**config.mk**
```make
export PLATFORM = sky130hd
export DESIGN_NAME = sftg_ctrl
export DESIGN_NICKNAME = d
export VERILOG_FILES = /design/src/sv/sftg_pkg.sv /design/src/sv/sftg_ctrl.sv
export SDC_FILE = /design/constraint.sdc
export NUM_CORES = 1
export LEC_CHECK = 0
export BUFFER_PORTS_ARGS = -buffer_cell sky130_fd_sc_hd__buf_2
export CORE_MARGIN = 5
export CORE_UTILIZATION = 58
export CTS_BUF_LIST = sky130_fd_sc_hd__clkbuf_16
export DETAILED_ROUTE_END_ITERATION = 10
export GPL_TIMING_DRIVEN = 1
export PLACE_DENSITY = 0.84
export SLEW_MARGIN = 20
export SYNTH_ARGS = -nofsm -noshare
export SYNTH_HDL_FRONTEND = slang
export SYNTH_SLANG_ARGS = --single-unit
export TNS_END_PERCENT = 1
```
**constraint.sdc**
```tcl
create_clock -name clock -period 3.1 [get_ports clock]
set_input_delay 0.155 -clock clock [delete_from_list [all_inputs] [get_ports clock]]
set_output_delay 0.155 -clock clock [all_outputs]
set_load 0.02 [all_outputs]
```
**src/sv/sftg_pkg.sv**
```systemverilog
// ----------------------------------------------------------------------------
// sftg_pkg: stroke font label generator shared definitions
// Stroke tables, digit masks, scaling helpers and controller/datapath types.
// ----------------------------------------------------------------------------
`default_nettype none
package sftg_pkg;

   localparam int CoordWidth = 24;
   localparam int SizeWidth = 16;
   localparam int StrokeCount = 105;
   localparam int SegIdxWidth = 7;

   // stroke endpoint fractions: x in hundredths of size, y in ten-thousandths
   typedef struct packed {
      logic [6:0]  x0;
      logic [14:0] y0;
      logic [6:0]  x1;
      logic [14:0] y1;
   } stroke_type;

   // controller to datapath commands
   typedef struct packed {
      logic                   load;     // capture item, load cursor if label start
      logic                   emit;     // compute endpoints of the current stroke
      logic                   advance;  // move cursor after the character
      logic [SegIdxWidth-1:0] stroke;   // unified stroke index
      logic                   last;     // flag final segment
   } cmd_type;

   function automatic stroke_type mk(input int x0, input int y0, input int x1,
                                     input int y1);
      stroke_type s;
      s.x0 = 7'(x0);
      s.y0 = 15'(y0 * 165);
      s.x1 = 7'(x1);
      s.y1 = 15'(y1 * 165);
      return s;
   endfunction

   function automatic stroke_type raw(input int x0, input int y0, input int x1,
                                      input int y1);
      stroke_type s;
      s.x0 = 7'(x0);
      s.y0 = 15'(y0);
      s.x1 = 7'(x1);
      s.y1 = 15'(y1);
      return s;
   endfunction

   // stroke table: letters at 0..104, seven segments at 105..111,
   // period 112, slash 113, dash 114
   localparam int SegBase = 105;
   localparam int DotIdx = 112;
   localparam int SlashIdx = 113;
   localparam int DashIdx = 114;

   function automatic stroke_type stroke_lookup(input logic [SegIdxWidth-1:0] idx);
      stroke_type s;
      unique case (idx)
         7'd0: s = mk(0,100,0,0);     7'd1: s = mk(100,100,100,0);
         7'd2: s = mk(0,0,100,0);     7'd3: s = mk(0,50,100,50);
         7'd4: s = mk(0,100,0,0);     7'd5: s = mk(0,0,82,0);
         7'd6: s = mk(82,0,100,16);   7'd7: s = mk(100,16,100,42);
         7'd8: s = mk(100,42,82,50);  7'd9: s = mk(0,50,82,50);
         7'd10: s = mk(82,50,100,62); 7'd11: s = mk(100,62,100,88);
         7'd12: s = mk(100,88,82,100); 7'd13: s = mk(0,100,82,100);
         7'd14: s = mk(100,0,0,0);    7'd15: s = mk(0,0,0,100);
         7'd16: s = mk(0,100,100,100);
         7'd17: s = mk(0,100,0,0);    7'd18: s = mk(0,0,78,0);
         7'd19: s = mk(78,0,100,20);  7'd20: s = mk(100,20,100,80);
         7'd21: s = mk(100,80,78,100); 7'd22: s = mk(0,100,78,100);
         7'd23: s = mk(100,0,0,0);    7'd24: s = mk(0,0,0,100);
         7'd25: s = mk(0,50,82,50);   7'd26: s = mk(0,100,100,100);
         7'd27: s = mk(0,100,0,0);    7'd28: s = mk(0,0,100,0);
         7'd29: s = mk(0,50,82,50);
         7'd30: s = mk(100,0,0,0);    7'd31: s = mk(0,0,0,100);
         7'd32: s = mk(0,100,100,100); 7'd33: s = mk(100,100,100,55);
         7'd34: s = mk(100,55,56,55);
         7'd35: s = mk(0,0,0,100);    7'd36: s = mk(100,0,100,100);
         7'd37: s = mk(0,50,100,50);
         7'd38: s = mk(0,0,100,0);    7'd39: s = mk(50,0,50,100);
         7'd40: s = mk(0,100,100,100);
         7'd41: s = mk(0,0,100,0);    7'd42: s = mk(72,0,72,82);
         7'd43: s = mk(72,82,54,100); 7'd44: s = mk(54,100,12,100);
         7'd45: s = mk(12,100,0,84);
         7'd46: s = mk(0,0,0,100);    7'd47: s = mk(100,0,0,55);
         7'd48: s = mk(0,55,100,100);
         7'd49: s = mk(0,0,0,100);    7'd50: s = mk(0,100,100,100);
         7'd51: s = mk(0,100,0,0);    7'd52: s = mk(0,0,50,42);
         7'd53: s = mk(50,42,100,0);  7'd54: s = mk(100,0,100,100);
         7'd55: s = mk(0,100,0,0);    7'd56: s = mk(0,0,100,100);
         7'd57: s = mk(100,100,100,0);
         7'd58: s = mk(0,0,100,0);    7'd59: s = mk(100,0,100,100);
         7'd60: s = mk(100,100,0,100); 7'd61: s = mk(0,100,0,0);
         7'd62: s = mk(0,100,0,0);    7'd63: s = mk(0,0,86,0);
         7'd64: s = mk(86,0,100,16);  7'd65: s = mk(100,16,100,42);
         7'd66: s = mk(100,42,86,50); 7'd67: s = mk(0,50,86,50);
         7'd68: s = mk(0,0,100,0);    7'd69: s = mk(100,0,100,82);
         7'd70: s = mk(100,82,82,100); 7'd71: s = mk(82,100,0,100);
         7'd72: s = mk(0,100,0,0);    7'd73: s = mk(56,68,100,108);
         7'd74: s = mk(0,100,0,0);    7'd75: s = mk(0,0,84,0);
         7'd76: s = mk(84,0,100,16);  7'd77: s = mk(100,16,100,42);
         7'd78: s = mk(100,42,84,50); 7'd79: s = mk(0,50,84,50);
         7'd80: s = mk(42,50,100,100);
         7'd81: s = mk(100,0,0,0);    7'd82: s = mk(0,0,0,50);
         7'd83: s = mk(0,50,100,50);  7'd84: s = mk(100,50,100,100);
         7'd85: s = mk(100,100,0,100);
         7'd86: s = mk(0,0,100,0);    7'd87: s = mk(50,0,50,100);
         7'd88: s = mk(0,0,0,100);    7'd89: s = mk(0,100,100,100);
         7'd90: s = mk(100,100,100,0);
         7'd91: s = mk(0,0,50,100);   7'd92: s = mk(50,100,100,0);
         7'd93: s = mk(0,0,22,100);   7'd94: s = mk(22,100,50,58);
         7'd95: s = mk(50,58,78,100); 7'd96: s = mk(78,100,100,0);
         7'd97: s = mk(0,0,100,100);  7'd98: s = mk(100,0,0,100);
         7'd99: s = mk(0,0,50,50);    7'd100: s = mk(100,0,50,50);
         7'd101: s = mk(50,50,50,100);
         7'd102: s = mk(0,0,100,0);   7'd103: s = mk(100,0,0,100);
         7'd104: s = mk(0,100,100,100);
         7'd105: s = mk(0,0,100,0);   7'd106: s = mk(100,0,100,50);
         7'd107: s = mk(100,50,100,100); 7'd108: s = mk(0,100,100,100);
         7'd109: s = mk(0,50,0,100);  7'd110: s = mk(0,0,0,50);
         7'd111: s = mk(0,50,100,50);
         7'd112: s = raw(35,15500,38,15500);
         7'd113: s = raw(0,16500,100,0);
         7'd114: s = raw(0,8200,100,8200);
         default: s = '0;
      endcase
      return s;
   endfunction

   // first stroke of each letter, index 26 closes the table
   function automatic logic [SegIdxWidth-1:0] letter_start(input logic [4:0] i);
      logic [SegIdxWidth-1:0] r;
      unique case (i)
         5'd0: r = 7'd0;   5'd1: r = 7'd4;   5'd2: r = 7'd14;  5'd3: r = 7'd17;
         5'd4: r = 7'd23;  5'd5: r = 7'd27;  5'd6: r = 7'd30;  5'd7: r = 7'd35;
         5'd8: r = 7'd38;  5'd9: r = 7'd41;  5'd10: r = 7'd46; 5'd11: r = 7'd49;
         5'd12: r = 7'd51; 5'd13: r = 7'd55; 5'd14: r = 7'd58; 5'd15: r = 7'd62;
         5'd16: r = 7'd68; 5'd17: r = 7'd74; 5'd18: r = 7'd81; 5'd19: r = 7'd86;
         5'd20: r = 7'd88; 5'd21: r = 7'd91; 5'd22: r = 7'd93; 5'd23: r = 7'd97;
         5'd24: r = 7'd99; 5'd25: r = 7'd102; 5'd26: r = 7'd105;
         default: r = 7'd105;
      endcase
      return r;
   endfunction

   function automatic logic [6:0] digit_mask(input logic [3:0] d);
      logic [6:0] m;
      unique case (d)
         4'd0: m = 7'h3F; 4'd1: m = 7'h06; 4'd2: m = 7'h5B; 4'd3: m = 7'h4F;
         4'd4: m = 7'h66; 4'd5: m = 7'h6D; 4'd6: m = 7'h7D; 4'd7: m = 7'h07;
         4'd8: m = 7'h7F; 4'd9: m = 7'h6F;
         default: m = 7'h00;
      endcase
      return m;
   endfunction

   // saturate a 26-bit signed sum to the coordinate range
   function automatic logic [CoordWidth-1:0] sat(input logic signed [25:0] v);
      logic [CoordWidth-1:0] r;
      if (v > 26'sd8388607) r = 24'h7FFFFF;
      else if (v < -26'sd8388608) r = 24'h800000;
      else r = v[CoordWidth-1:0];
      return r;
   endfunction

endpackage
`default_nettype wire

```
**src/sv/sftg_ctrl.sv**
```systemverilog
// ----------------------------------------------------------------------------
// sftg_ctrl: sequencer for the stroke font label generator
// Walks the strokes of one character and issues datapath commands.
// ----------------------------------------------------------------------------
`default_nettype none
module sftg_ctrl (
   input  wire logic             clock,
   input  wire logic             reset,
   input  wire logic             req_tvalid,
   output logic                  req_tready,
   input  wire logic [7:0]       char_code,
   input  wire logic             out_busy,    // output register full and not taken
   input  wire logic             res_valid,   // datapath result stage full
   output sftg_pkg::cmd_type     cmd
);

   localparam logic [1:0] ST_IDLE = 2'd0;
   localparam logic [1:0] ST_EMIT = 2'd1;
   localparam logic [1:0] ST_ADV  = 2'd2;

   logic [1:0] state_ff, state_in;
   // kind: 0 letter/single range, 1 mask of segments
   logic       mask_mode_ff, mask_mode_in;
   logic [6:0] mask_ff, mask_in;
   logic [sftg_pkg::SegIdxWidth-1:0] idx_ff, idx_in, end_ff, end_in;

   logic [7:0] ch;
   logic [6:0] m_next;
   logic [2:0] seg_pos;
   logic       have;
   logic [sftg_pkg::SegIdxWidth-1:0] cur;
   logic       is_last;
   logic       step;

   assign ch = char_code;

   // lowest set mask bit picks the segment
   always_comb begin
      seg_pos = 3'd0;
      for (int i = 6; i >= 0; i--) begin
         if (mask_ff[i]) seg_pos = 3'(i);
      end
   end

   assign m_next = mask_ff & (mask_ff - 7'd1);
   assign cur = mask_mode_ff ? 7'(sftg_pkg::SegBase + 32'(seg_pos)) : idx_ff;
   assign is_last = mask_mode_ff ? (m_next == 7'd0) : (idx_ff + 7'd1 == end_ff);
   assign have = mask_mode_ff ? (mask_ff != 7'd0) : (idx_ff != end_ff);
   assign step = !(out_busy && res_valid);
   assign req_tready = (state_ff == ST_IDLE);

   always_comb begin
      state_in = state_ff;
      mask_mode_in = mask_mode_ff;
      mask_in = mask_ff;
      idx_in = idx_ff;
      end_in = end_ff;
      cmd = '0;
      cmd.stroke = cur;
      cmd.last = is_last;
      unique case (state_ff)
         ST_IDLE: begin
            if (req_tvalid) begin
               cmd.load = 1'b1;
               state_in = ST_EMIT;
               mask_mode_in = 1'b0;
               mask_in = '0;
               idx_in = '0;
               end_in = '0;
               if (ch >= 8'h30 && ch <= 8'h39) begin
                  mask_mode_in = 1'b1;
                  mask_in = sftg_pkg::digit_mask(4'(ch - 8'h30));
               end else if (ch >= 8'h41 && ch <= 8'h5A) begin
                  idx_in = sftg_pkg::letter_start(5'(ch - 8'h41));
                  end_in = sftg_pkg::letter_start(5'(ch - 8'h40));
               end else if (ch == 8'h75) begin
                  mask_mode_in = 1'b1;
                  mask_in = 7'h1C;
               end else if (ch == 8'h2E) begin
                  idx_in = 7'(sftg_pkg::DotIdx);
                  end_in = 7'(sftg_pkg::DotIdx + 1);
               end else if (ch == 8'h2F) begin
                  idx_in = 7'(sftg_pkg::SlashIdx);
                  end_in = 7'(sftg_pkg::SlashIdx + 1);
               end else if (ch == 8'h2D) begin
                  idx_in = 7'(sftg_pkg::DashIdx);
                  end_in = 7'(sftg_pkg::DashIdx + 1);
               end
            end
         end
         ST_EMIT: begin
            if (!have) begin
               state_in = ST_ADV;
            end else if (step) begin
               cmd.emit = 1'b1;
               if (mask_mode_ff) mask_in = m_next;
               else idx_in = idx_ff + 7'd1;
               if (is_last) state_in = ST_ADV;
            end
         end
         // cursor moves only when the product stage is empty or is draining into the output register
         ST_ADV: begin
            if (step) begin
               cmd.advance = 1'b1;
               state_in = ST_IDLE;
            end
         end
         default: state_in = ST_IDLE;
      endcase
   end

   always_ff @(posedge clock) begin
      if (reset) begin
         state_ff <= ST_IDLE;
      end else begin
         state_ff <= state_in;
      end
      mask_mode_ff <= mask_mode_in;
      mask_ff <= mask_in;
      idx_ff <= idx_in;
      end_ff <= end_in;
   end

   // emit only while a stroke is pending
   assert property (@(posedge clock) disable iff (reset)
      cmd.emit |-> state_ff == ST_EMIT && have) else $error("emit without stroke");
   // a taken item is followed by the emit state
   assert property (@(posedge clock) disable iff (reset)
      cmd.load |=> state_ff == ST_EMIT) else $error("load not followed by emit");
   // advance returns to idle
   assert property (@(posedge clock) disable iff (reset)
      cmd.advance |=> req_tready) else $error("advance did not finish");

endmodule
`default_nettype wire

```
Yosys cells after proc, flatten, opt, wreduce, memory -nomap -nowiden

Memories as Yosys holds them, arrays and structs flattened.
Cells that the tools add are included.

Logic and storage cells: 94
Memories: 3
Bits in read-only memories: 560
Latch bits: 0
Input bits: 13
Flip-flop bits (word level): 24
Output and inout port bits: 12
RAM bits: 0

Memories:

| memory           | depth | width | read ports | clocked after Yosys merged registers in | write ports | line            | text |
|---|---|---|---|---|---|---|---|
| (name not given) | 32    | 7     | 1          | 0                                       | 0           | sftg_pkg.sv:134 | `unique case (i)` |
| (name not given) | 32    | 7     | 1          | 0                                       | 0           | sftg_pkg.sv:134 |  |
| (name not given) | 16    | 7     | 1          | 0                                       | 0           | sftg_pkg.sv:149 | `unique case (d)` |

Shifts and indexed selects: 0
Muxes and demuxes: 48
$lt $le $gt $ge: 4
Equality and inequality tests: 16
Reductions and logical operators: 11
$mul: 0
Div/mod/pow operators: 0
Add/subtract/negate cells: 6
Bitwise logic cells: 1

Operator list:

| kind                                                                   | number |
|---|---|
| 7-bit two-way mux                                                      | 21 |
| 7-bit one-hot mux with 2 select lines                                  | 2 |
| 8-bit by 6-bit == test with 1-bit output (second input constant)       | 3 |
| 3-bit two-way mux                                                      | 7 |
| 2-bit != test (second input constant)                                  | 6 |
| 1-bit two-way mux                                                      | 10 |
| 2-bit two-way mux                                                      | 5 |
| 5-bit two-way mux                                                      | 2 |
| 5-bit AND reduction                                                    | 2 |
| 5-bit by 1-bit subtractor with 5-bit output (second input constant)    | 2 |
| 8-bit by 7-bit == test with 1-bit output (second input constant)       | 1 |
| 8-bit by 6-bit >= comparator with 1-bit output (second input constant) | 1 |
| 8-bit by 7-bit >= comparator with 1-bit output (second input constant) | 1 |
| 8-bit by 6-bit <= comparator with 1-bit output (second input constant) | 1 |
| 8-bit by 7-bit <= comparator with 1-bit output (second input constant) | 1 |
| 7-bit by 1-bit adder with 7-bit output (second input constant)         | 1 |
| 7-bit by 3-bit adder with 7-bit output (first input constant)          | 1 |
| 7-bit AND                                                              | 1 |
| 7-bit == test                                                          | 1 |
| 7-bit logical NOT                                                      | 1 |
| 7-bit != test                                                          | 1 |
| 7-bit nonzero test                                                     | 1 |
| 7-bit by 1-bit subtractor with 7-bit output (second input constant)    | 1 |
| 3-bit != test (second input constant)                                  | 2 |
| 9 further kinds                                                        | 11 |

Logic depth before layout (Yosys ltp)

Gate-level depths: netlist (run 1).

Word-level depth: 9
Gate-level depth with buffers: 12
Depth with buffers taken out: 10

Worst setup path after synthesis (run 1)

OpenSTA, ideal clock, no wires.

Path kind: input to register
From: input port char_code[0]
To: register idx_ff[2] (netlist bit), data pin
Setup time: 0.271 ns
Required time: 2.829 ns
Arrival: 2.105 ns
Path slack: 0.725 ns
Buffers on the path: 2
Cell stages on the path: 12
Path through: inv_1 -> ha_1 -> clkbuf_1 -> inv_1 -> ha_1 -> clkbuf_1 -> inv_1 -> ha_1 -> a31oi_1 -> o21ai_0 -> o21ai_0 -> o22ai_1

Longest elaborated chain between the ends: 8
Elaborated cells between the ends (all ways): 18
Those cells by class: add/sub: 1; order compare: 4; eq/ne: 3; mux: 7; reduce/logical: 2; memory: 1

Ends and longest elaborated chain:

| what                                                           | line             | text |
|---|---|---|
| start, declared                                                | sftg_ctrl.sv:11  | `input wire logic [7:0] char_code,` |
| branches (longest 5 deep; another with memory read 32 x 7 bit) | n/a              |  |
| 7-bit two-way mux (*)                                          | sftg_ctrl.sv:70  | `if (ch >= 8'h30 && ch <= 8'h39) begin` |
| 7-bit two-way mux (*)                                          | sftg_ctrl.sv:63  | `if (req_tvalid) begin` |
| 7-bit one-hot mux with 2 select lines (*)                      | sftg_ctrl.sv:61  | `unique case (state_ff)` |
| named net idx_in (one bit)                                     | sftg_ctrl.sv:25  | `logic [sftg_pkg::SegIdxWidth-1:0] idx_ff, idx_in, end_ff, end_in;` |
| end signal, assigned                                           | sftg_ctrl.sv:120 | `idx_ff <= idx_in;` |
| end, declared                                                  | sftg_ctrl.sv:25  |  |

Mark *: on every way through the listed nets, which the timed path passes. The select of a mux whose other input is x is not followed.
A chain may end at the register's enable or synchronous reset.

==> impl_metrics.yaml, run 1 <==
die:
  initial_utilization: 0.591
  ioPinCount: 25
  rows: 24
  chipHeight_um: 76.2
  die-area_um2: 5800
  fp.coreArea_um2: 4290
  die_w_um: 76.2
logic_synthesis:
  syn_area_per_cell_um2: 7.63
  synth_area_um2: 2540
  synth_compound_area_frac: 0.274
  synth_ff_type: "edfxtp_1"
  ys_seq_elements: 24
  synth_cell_type_count: 54
  synth-seq-area-share: 0.276
  synth_mux_area_frac: 0.0251
  synth_xor_area_frac: 0.0655
  syn_inst: 333
  synthSimpleGateAreaFrac: 0.233
  synth_top_family_by_area: "compound AO/OA/AOI/OAI gates"
  synth_fa_ha_area_frac: 0.0680
  synth_nets: 359
  synth-edff-count: 22
  synthArstFlopShare: 0
  yosysWarnings: 0
timing:
  relSlewSlack: 0.501
  max_freq_mhz: 411
  fin_setup_tns_ps: 0
  hold-worst-slack_ps: 129
  worstMarginPinSlew_ps: 748
  clock_skew_ps: 7.57
  fin_crit_sh: 0.785
  hold_viol_final: 0
  rsz0062_at_grt: "no"
  fin_crit_ps: 2430
  slew_viol_final: 0
  finalSetupViolations: 0
worst_hold_path:
  min_path_type: "input pin to flip-flop"
layout:
  fin_cells: 393
  layout_commonest_cell: "nand2_1"
  drive_gt1_frac: 0.135
  final_nets: 368
  postLayoutCoreUtil: 0.644
  areaGrowthSynthToFinish_pct: 8.82
  antennaDiodeCount: 0
  mostFrequentLayoutCells: "nand2_1, nor2_1, a21oi_1"
routing:
  route.detailed.drc: 0
  wirelength_um: 6490
  route.vias.total: 2494
  wl_per_cell_um: 16.5
  drt_first_pass_iters: 5
  drtAntennaViolNets: 0
  viasPerCell: 6.35
  drt_iter0_drc: 188
clocking:
  cts.path.max_buffers: 2
  hold_buffers: 0
  clk_latency_ps: 260
  root_buffer: "clkbuf_16"
  clk_pin_slew_ps: 70
  cts_tree: "done"
  h-tree-depth: 1
  cts_inserted_buffers: 3
  cts_num_sinks: 24
  cts_resized: 0
  postCtsSetupBuffers: 0
grt:
  grt.total_usage: 0.224
  grtUsageMet2: 0.371
  grt_antenna_before_repair: 0
  top_usage_layer: "met2"
  grt_pass1_vias: 2250
  grt_pass1_wl_um: 10900
  grt_util_met1: 0.296
  use_met3: 0.0307
  grt_max_degree: 36
  grt_overflow: 0
pwr:
  leakagePower_nw: 1.06
  p_per_area_nw_per_um2: 723
  ir_drop_mv: 0.277
critical_path:
  worst_setup_path_end_kind: "output pin"
  worstReg2RegStart: "mask_ff[1]"
  cp.required_ps: 2940
  path_buf_inv: 1
  cpMaxStageDelayCell: "or4_1"
  r2r_slack_ps: 700
  startpoint: "mask_ff[1]"
  cp_top_family: "simple AND/OR/NAND/NOR gates"
  startpoint_type: "flip-flop"
  path_max_fanout: 7
  timing.rr.end: "idx_ff[2]"
  slowest_delay_ps: 680
  crit_cells: 5
  setup.worst_path.class: "flip-flop to output pin"
  arrival_ps: 2280
  cp_cell_sequence: "or4_1, or4b_4, o211ai_2, nor2_1, buf_2"
  reg2regPathDepth: 4
  endpoint: "cmd[9]"
status:
  status: "finished, final reports clean"
place:
  dp_cells: 389
  dp_hpwl_um: 4740
  io_buffers: 24
  place.gp.congestion: 0.880
run:
  cap_violations: 0
-- worst register-to-register path, stage by stage, from the launching register on --
cell and delay, ps:
edfxtp_1 470, or4_1 680, or4b_4 540, o211ai_2 120, a21oi_1 280
-- registers in the layout, summed over array words and instances (netlist names) --
name and flops:
end_ff 7, idx_ff 7, mask_ff 7, state_ff 2, mask_mode_ff 1
-- area by class of cell --
type	count	area [um2]
Timing Repair Buffer	28	150
Tap cell	52	65.1
Multi-Input combinational cell	271	1690
Fill cell	376	1530
Inverter	14	52.6
Clock inverter	1	30.0
Sequential cell	24	701
Clock buffer	3	75.1
-- cells in the mapped netlist, types with 6 or more instances --
| master | instances | area share |
|---|---|---|
| o21ai_0 | 22 | 0.043 |
| a31oi_1 | 10 | 0.025 |
| or2_2 | 6 | 0.015 |
| a211oi_1 | 8 | 0.024 |
| xor2_1 | 6 | 0.021 |
| nand3_1 | 6 | 0.012 |
| ha_1 | 13 | 0.064 |
| nand2_1 | 36 | 0.053 |
| o21ai_1 | 6 | 0.012 |
| xnor2_1 | 13 | 0.045 |
| buf_1 | 6 | 0.0089 |
| nor3_1 | 11 | 0.022 |
| a21oi_1 | 27 | 0.053 |
| clkbuf_1 | 15 | 0.022 |
| inv_1 | 13 | 0.019 |
| edfxtp_1 | 22 | 0.26 |
| nor2_1 | 34 | 0.050 |
| o22ai_1 | 7 | 0.017 |
-- cell families after synthesis --
group / after synthesis
and+or+nand+nor: 122
AOI/OAI and AO/OA: 110
buffers and inverters: 38
DFF: 24
xor gates and xnor gates: 19
adders and majority gates: 14
muxes: 6
-- worst min path at each step --
stage,start,end,slack (ps),depth (start not counted)
after global placement,reset,state_ff[1],410,2
after floorplan,reset,state_ff[1],260,1
after CTS,reset,state_ff[1],130,2
final,reset,state_ff[1],130,2
after global routing,reset,state_ff[1],160,2
after detailed placement,reset,state_ff[1],410,2
-- power by group --
group | internal (mW) | switching (mW)
Combinational | 0.383 | 0.555
Clock | 0.257 | 0.113
Sequential | 0.521 | 0.169
-- per-stage QoR --
| stage | total power, mW | setup slack, ps | instance area [um2] |
|---|---|---|---|
| floorplan | 1.38 | 725 | 2540 |
| global placement | 1.60 | 513 | 2660 |
| detailed placement | 1.63 | 486 | 2660 |
| CTS | 2.00 | 669 | 2760 |
| global route | 2.13 | 561 | 2760 |
| finish | 2.00 | 665 | 2760 |
-- routing by layer --
metal,part of all wire,routed length (um)
met3,0.068,444
met4,0.018,117
met1,0.44,2840
met5,0,0
met2,0.48,3090
Power figures use the tool's default switching activity.
==> inputs of run 2 (changes only) <==
--- a/config.mk
+++ b/config.mk
@@ -5,6 +5,7 @@
 export SDC_FILE = /design/constraint.sdc
 export NUM_CORES = 1
 export LEC_CHECK = 0
+export ABC_AREA = 1
 export BUFFER_PORTS_ARGS = -buffer_cell sky130_fd_sc_hd__buf_2
 export CORE_MARGIN = 5
 export CORE_UTILIZATION = 58
==> constraint.sdc (replaced) <==
create_clock -name clock -period 2.5 [get_ports clock]
set_input_delay 0.125 -clock clock [delete_from_list [all_inputs] [get_ports clock]]
set_output_delay 0.125 -clock clock [all_outputs]
set_load 0.02 [all_outputs]
==> run 2 against run 1 <==
Clock power fell by 8.1%. Combinational power down 34%. Worst hold slack worse by 93 ps. Setup slack worse by 300 ps. Critical endpoint is now cmd[0]. Highest routed layer unchanged.
==> impl_metrics.yaml, run 2 <==
logic_synthesis:
  synth-seq-area-share: 0.276
  synth-edff-count: 22
  synth.area.top_cells: "edfxtp_1, nand2_1, o21ai_0"
  ys_seq_elements: 24
  yosysWarnings: 0
  syn_inst: 373
  synth_most_common_cell: "nand2_1"
  synth_nets: 399
  syn_area_per_cell_um2: 6.81
  synth_common_cells: "nand2_1, inv_1, nor2_1"
  synth_cell_type_count: 43
  synth_top_area_cell: "edfxtp_1"
  synth_top_area_frac: 0.260
  synth_ff_type: "edfxtp_1"
  synthArstFlopShare: 0
  synth_area_um2: 2540
critical_path:
  cpMaxStageDelayCell: "edfxtp_1"
  cp_cell_sequence: "ha_1, nand3_2, nand2_1, nand2_1, nand2_1, nand3_1, nor2_1, nand2_1, nand2_2, buf_2"
  worstReg2RegStart: "idx_ff[0]"
  timing.rr.end: "state_ff[1]"
  r2r_slack_ps: 560
  path_buf_inv: 1
  setup.worst_path.class: "flip-flop to output pin"
  reg2regPathDepth: 13
  arrival_ps: 2010
  crit_top_cell: "nand2_1"
  worst_setup_path_end_kind: "output pin"
  slowest_delay_ps: 560
  cp.required_ps: 2380
  startpoint_type: "flip-flop"
  cp_top_family: "simple AND/OR/NAND/NOR gates"
  path_max_fanout: 9
clocking:
  h-tree-depth: 1
  root_buffer: "clkbuf_16"
  clk_pin_slew_ps: 60
  cts_tree: "done"
  cts_num_sinks: 24
  cts.path.max_buffers: 2
  clk_latency_ps: 260
  cts_inserted_buffers: 3
  hold_buffers: 0
  cts_resized: 0
  postCtsSetupBuffers: 0
layout:
  layout_commonest_cell: "nand2_1"
  mostFrequentLayoutCells: "nand2_1, inv_1, nor2_1"
  fin_cells: 448
  final-seq-area_um2: 701
  design_area_um2: 2770
  reg_top3: "end_ff: 7 flops, idx_ff: 7 flops, mask_ff: 7 flops"
  fillers: 403
  multiInputGateArea_um2: 1550
  final_nets: 423
  postLayoutCoreUtil: 0.645
  drive_gt1_frac: 0.164
  areaGrowthSynthToFinish_pct: 9.06
  antennaDiodeCount: 0
pwr:
  ir_drop_mv: 0.274
  p_per_area_nw_per_um2: 562
  leakagePower_nw: 1.28
routing:
  route.vias.total: 2639
  route.detailed.drc: 0
  wl_per_cell_um: 14.5
  drt_first_pass_iters: 7
  drt_iter0_drc: 184
  viasPerCell: 5.89
  drtAntennaViolNets: 0
  wirelength_um: 6480
worst_hold_path:
  hold_start: "reset"
  min_path_type: "input pin to flip-flop"
  holdPathStages: 2
  holdPathEnd: "state_ff[1]"
timing:
  hold_viol_final: 0
  max_freq_mhz: 469
  slew_viol_final: 0
  clock_skew_ps: 3.64
  relSlewSlack: 0.576
  finalSetupViolations: 0
  fin_crit_sh: 0.853
  worstMarginPinSlew_ps: 630
  fin_crit_ps: 2130
  fin_setup_tns_ps: 0
  rsz0062_at_grt: "no"
die:
  die_w_um: 76.2
  fp.coreArea_um2: 4290
  initial_utilization: 0.592
  rows: 24
  chipHeight_um: 76.2
  ioPinCount: 25
  die-area_um2: 5800
status:
  status: "finished, final reports clean"
grt:
  grt_pass1_wl_um: 11200
  grt_max_degree: 19
  grt_pass1_vias: 2576
  grt_overflow: 0
  grt.total_usage: 0.227
  grt_antenna_before_repair: 0
place:
  placed_cell_area_um2: 2690
  dp_cells: 444
  place.gp.congestion: 0.968
  dp_hpwl_um: 5100
  io_buffers: 24
run:
  cap_violations: 0
[run 2: cell count changes in the layout (fill, tap and decap cells not counted), moves of 7 or more]
| cell | delta |
|---|---|
| a211oi_1 | -7 |
| xnor2_1 | -11 |
| a31oi_1 | -10 |
| o21ai_0 | +13 |
| nand2_1 | +49 |
| nand3_1 | +18 |
| inv_1 | +33 |
[run 2: power by group]
| group | internal [mW] | total [mW] | switching, mW |
|---|---|---|---|
| Clock | 0.214 | 0.340 | 0.127 |
| Combinational | 0.212 | 0.617 | 0.405 |
| Sequential | 0.523 | 0.599 | 0.0758 |
| Total | 0.948 | 1.56 | 0.608 |
[run 2: logic make-up (layout without fill, tap and decap cells)]
logic type,Yosys count,after routing,share of synthesized area
adder cells (fa/ha/maj),13,13,0.0640
buffers and inverters,65,88,0.113
XOR/XNOR,6,6,0.0236
AO/OA/AOI/OAI,85,85,0.203
flip-flops,24,24,0.276
AND/OR/NAND/NOR,180,180,0.321
[run 2: worst max path at each step]
| stage | start | endpoint | cells after the start |
|---|---|---|---|
| after floorplan | char_code[0] | idx_ff[2] | 11 |
| after global routing | idx_ff[0] | cmd[0] | 12 |
| final | idx_ff[0] | cmd[0] | 10 |
| after CTS | idx_ff[0] | cmd[0] | 10 |
| after detailed placement | char_code[1] | idx_ff[2] | 11 |
| after global placement | char_code[1] | idx_ff[2] | 11 |
[run 2: cell type report]
class	instances	area share
Clock inverter	1	0.00135
Inverter	54	0.0749
Timing Repair Buffer	30	0.0596
Clock buffer	3	0.0271
Multi-Input combinational cell	284	0.561
Sequential cell	24	0.253
Tap cell	52	0.0235
[run 2: routing by layer]
| layer | GRT usage | routed length (um) | share of wire | vias to the layer above |
|---|---|---|---|---|
| met5 | 0 | 0 | 0 | - |
| met4 | 0.131 | 260 | 0.040 | 0 |
| met3 | 0.0355 | 500 | 0.077 | 26 |
| met2 | 0.373 | 3050 | 0.47 | 133 |
| met1 | 0.280 | 2670 | 0.41 | 1182 |
| li1 | - | - | - | 1298 |
[run 2: worst register-to-register path, delay by kind of cell (launching register included)]
family                     cells  cell delay, ps
AOI/OAI and AO/OA              1             110
adders and majority gates      1             300
DFF                            1             560
and+or+nand+nor               11             910
[run 2: through the flow]
stage | power (mW) | hold WS (ps) | worst slack [ps]
2_1_floorplan | 1.04 | 187 | 389
3_3_place_gp | 1.20 | 303 | 317
4_1_cts | 1.56 | 29.5 | 399
3_5_place_dp | 1.21 | 304 | 202
5_1_grt | 1.67 | 27.4 | 206
6_report | 1.56 | 36.4 | 368
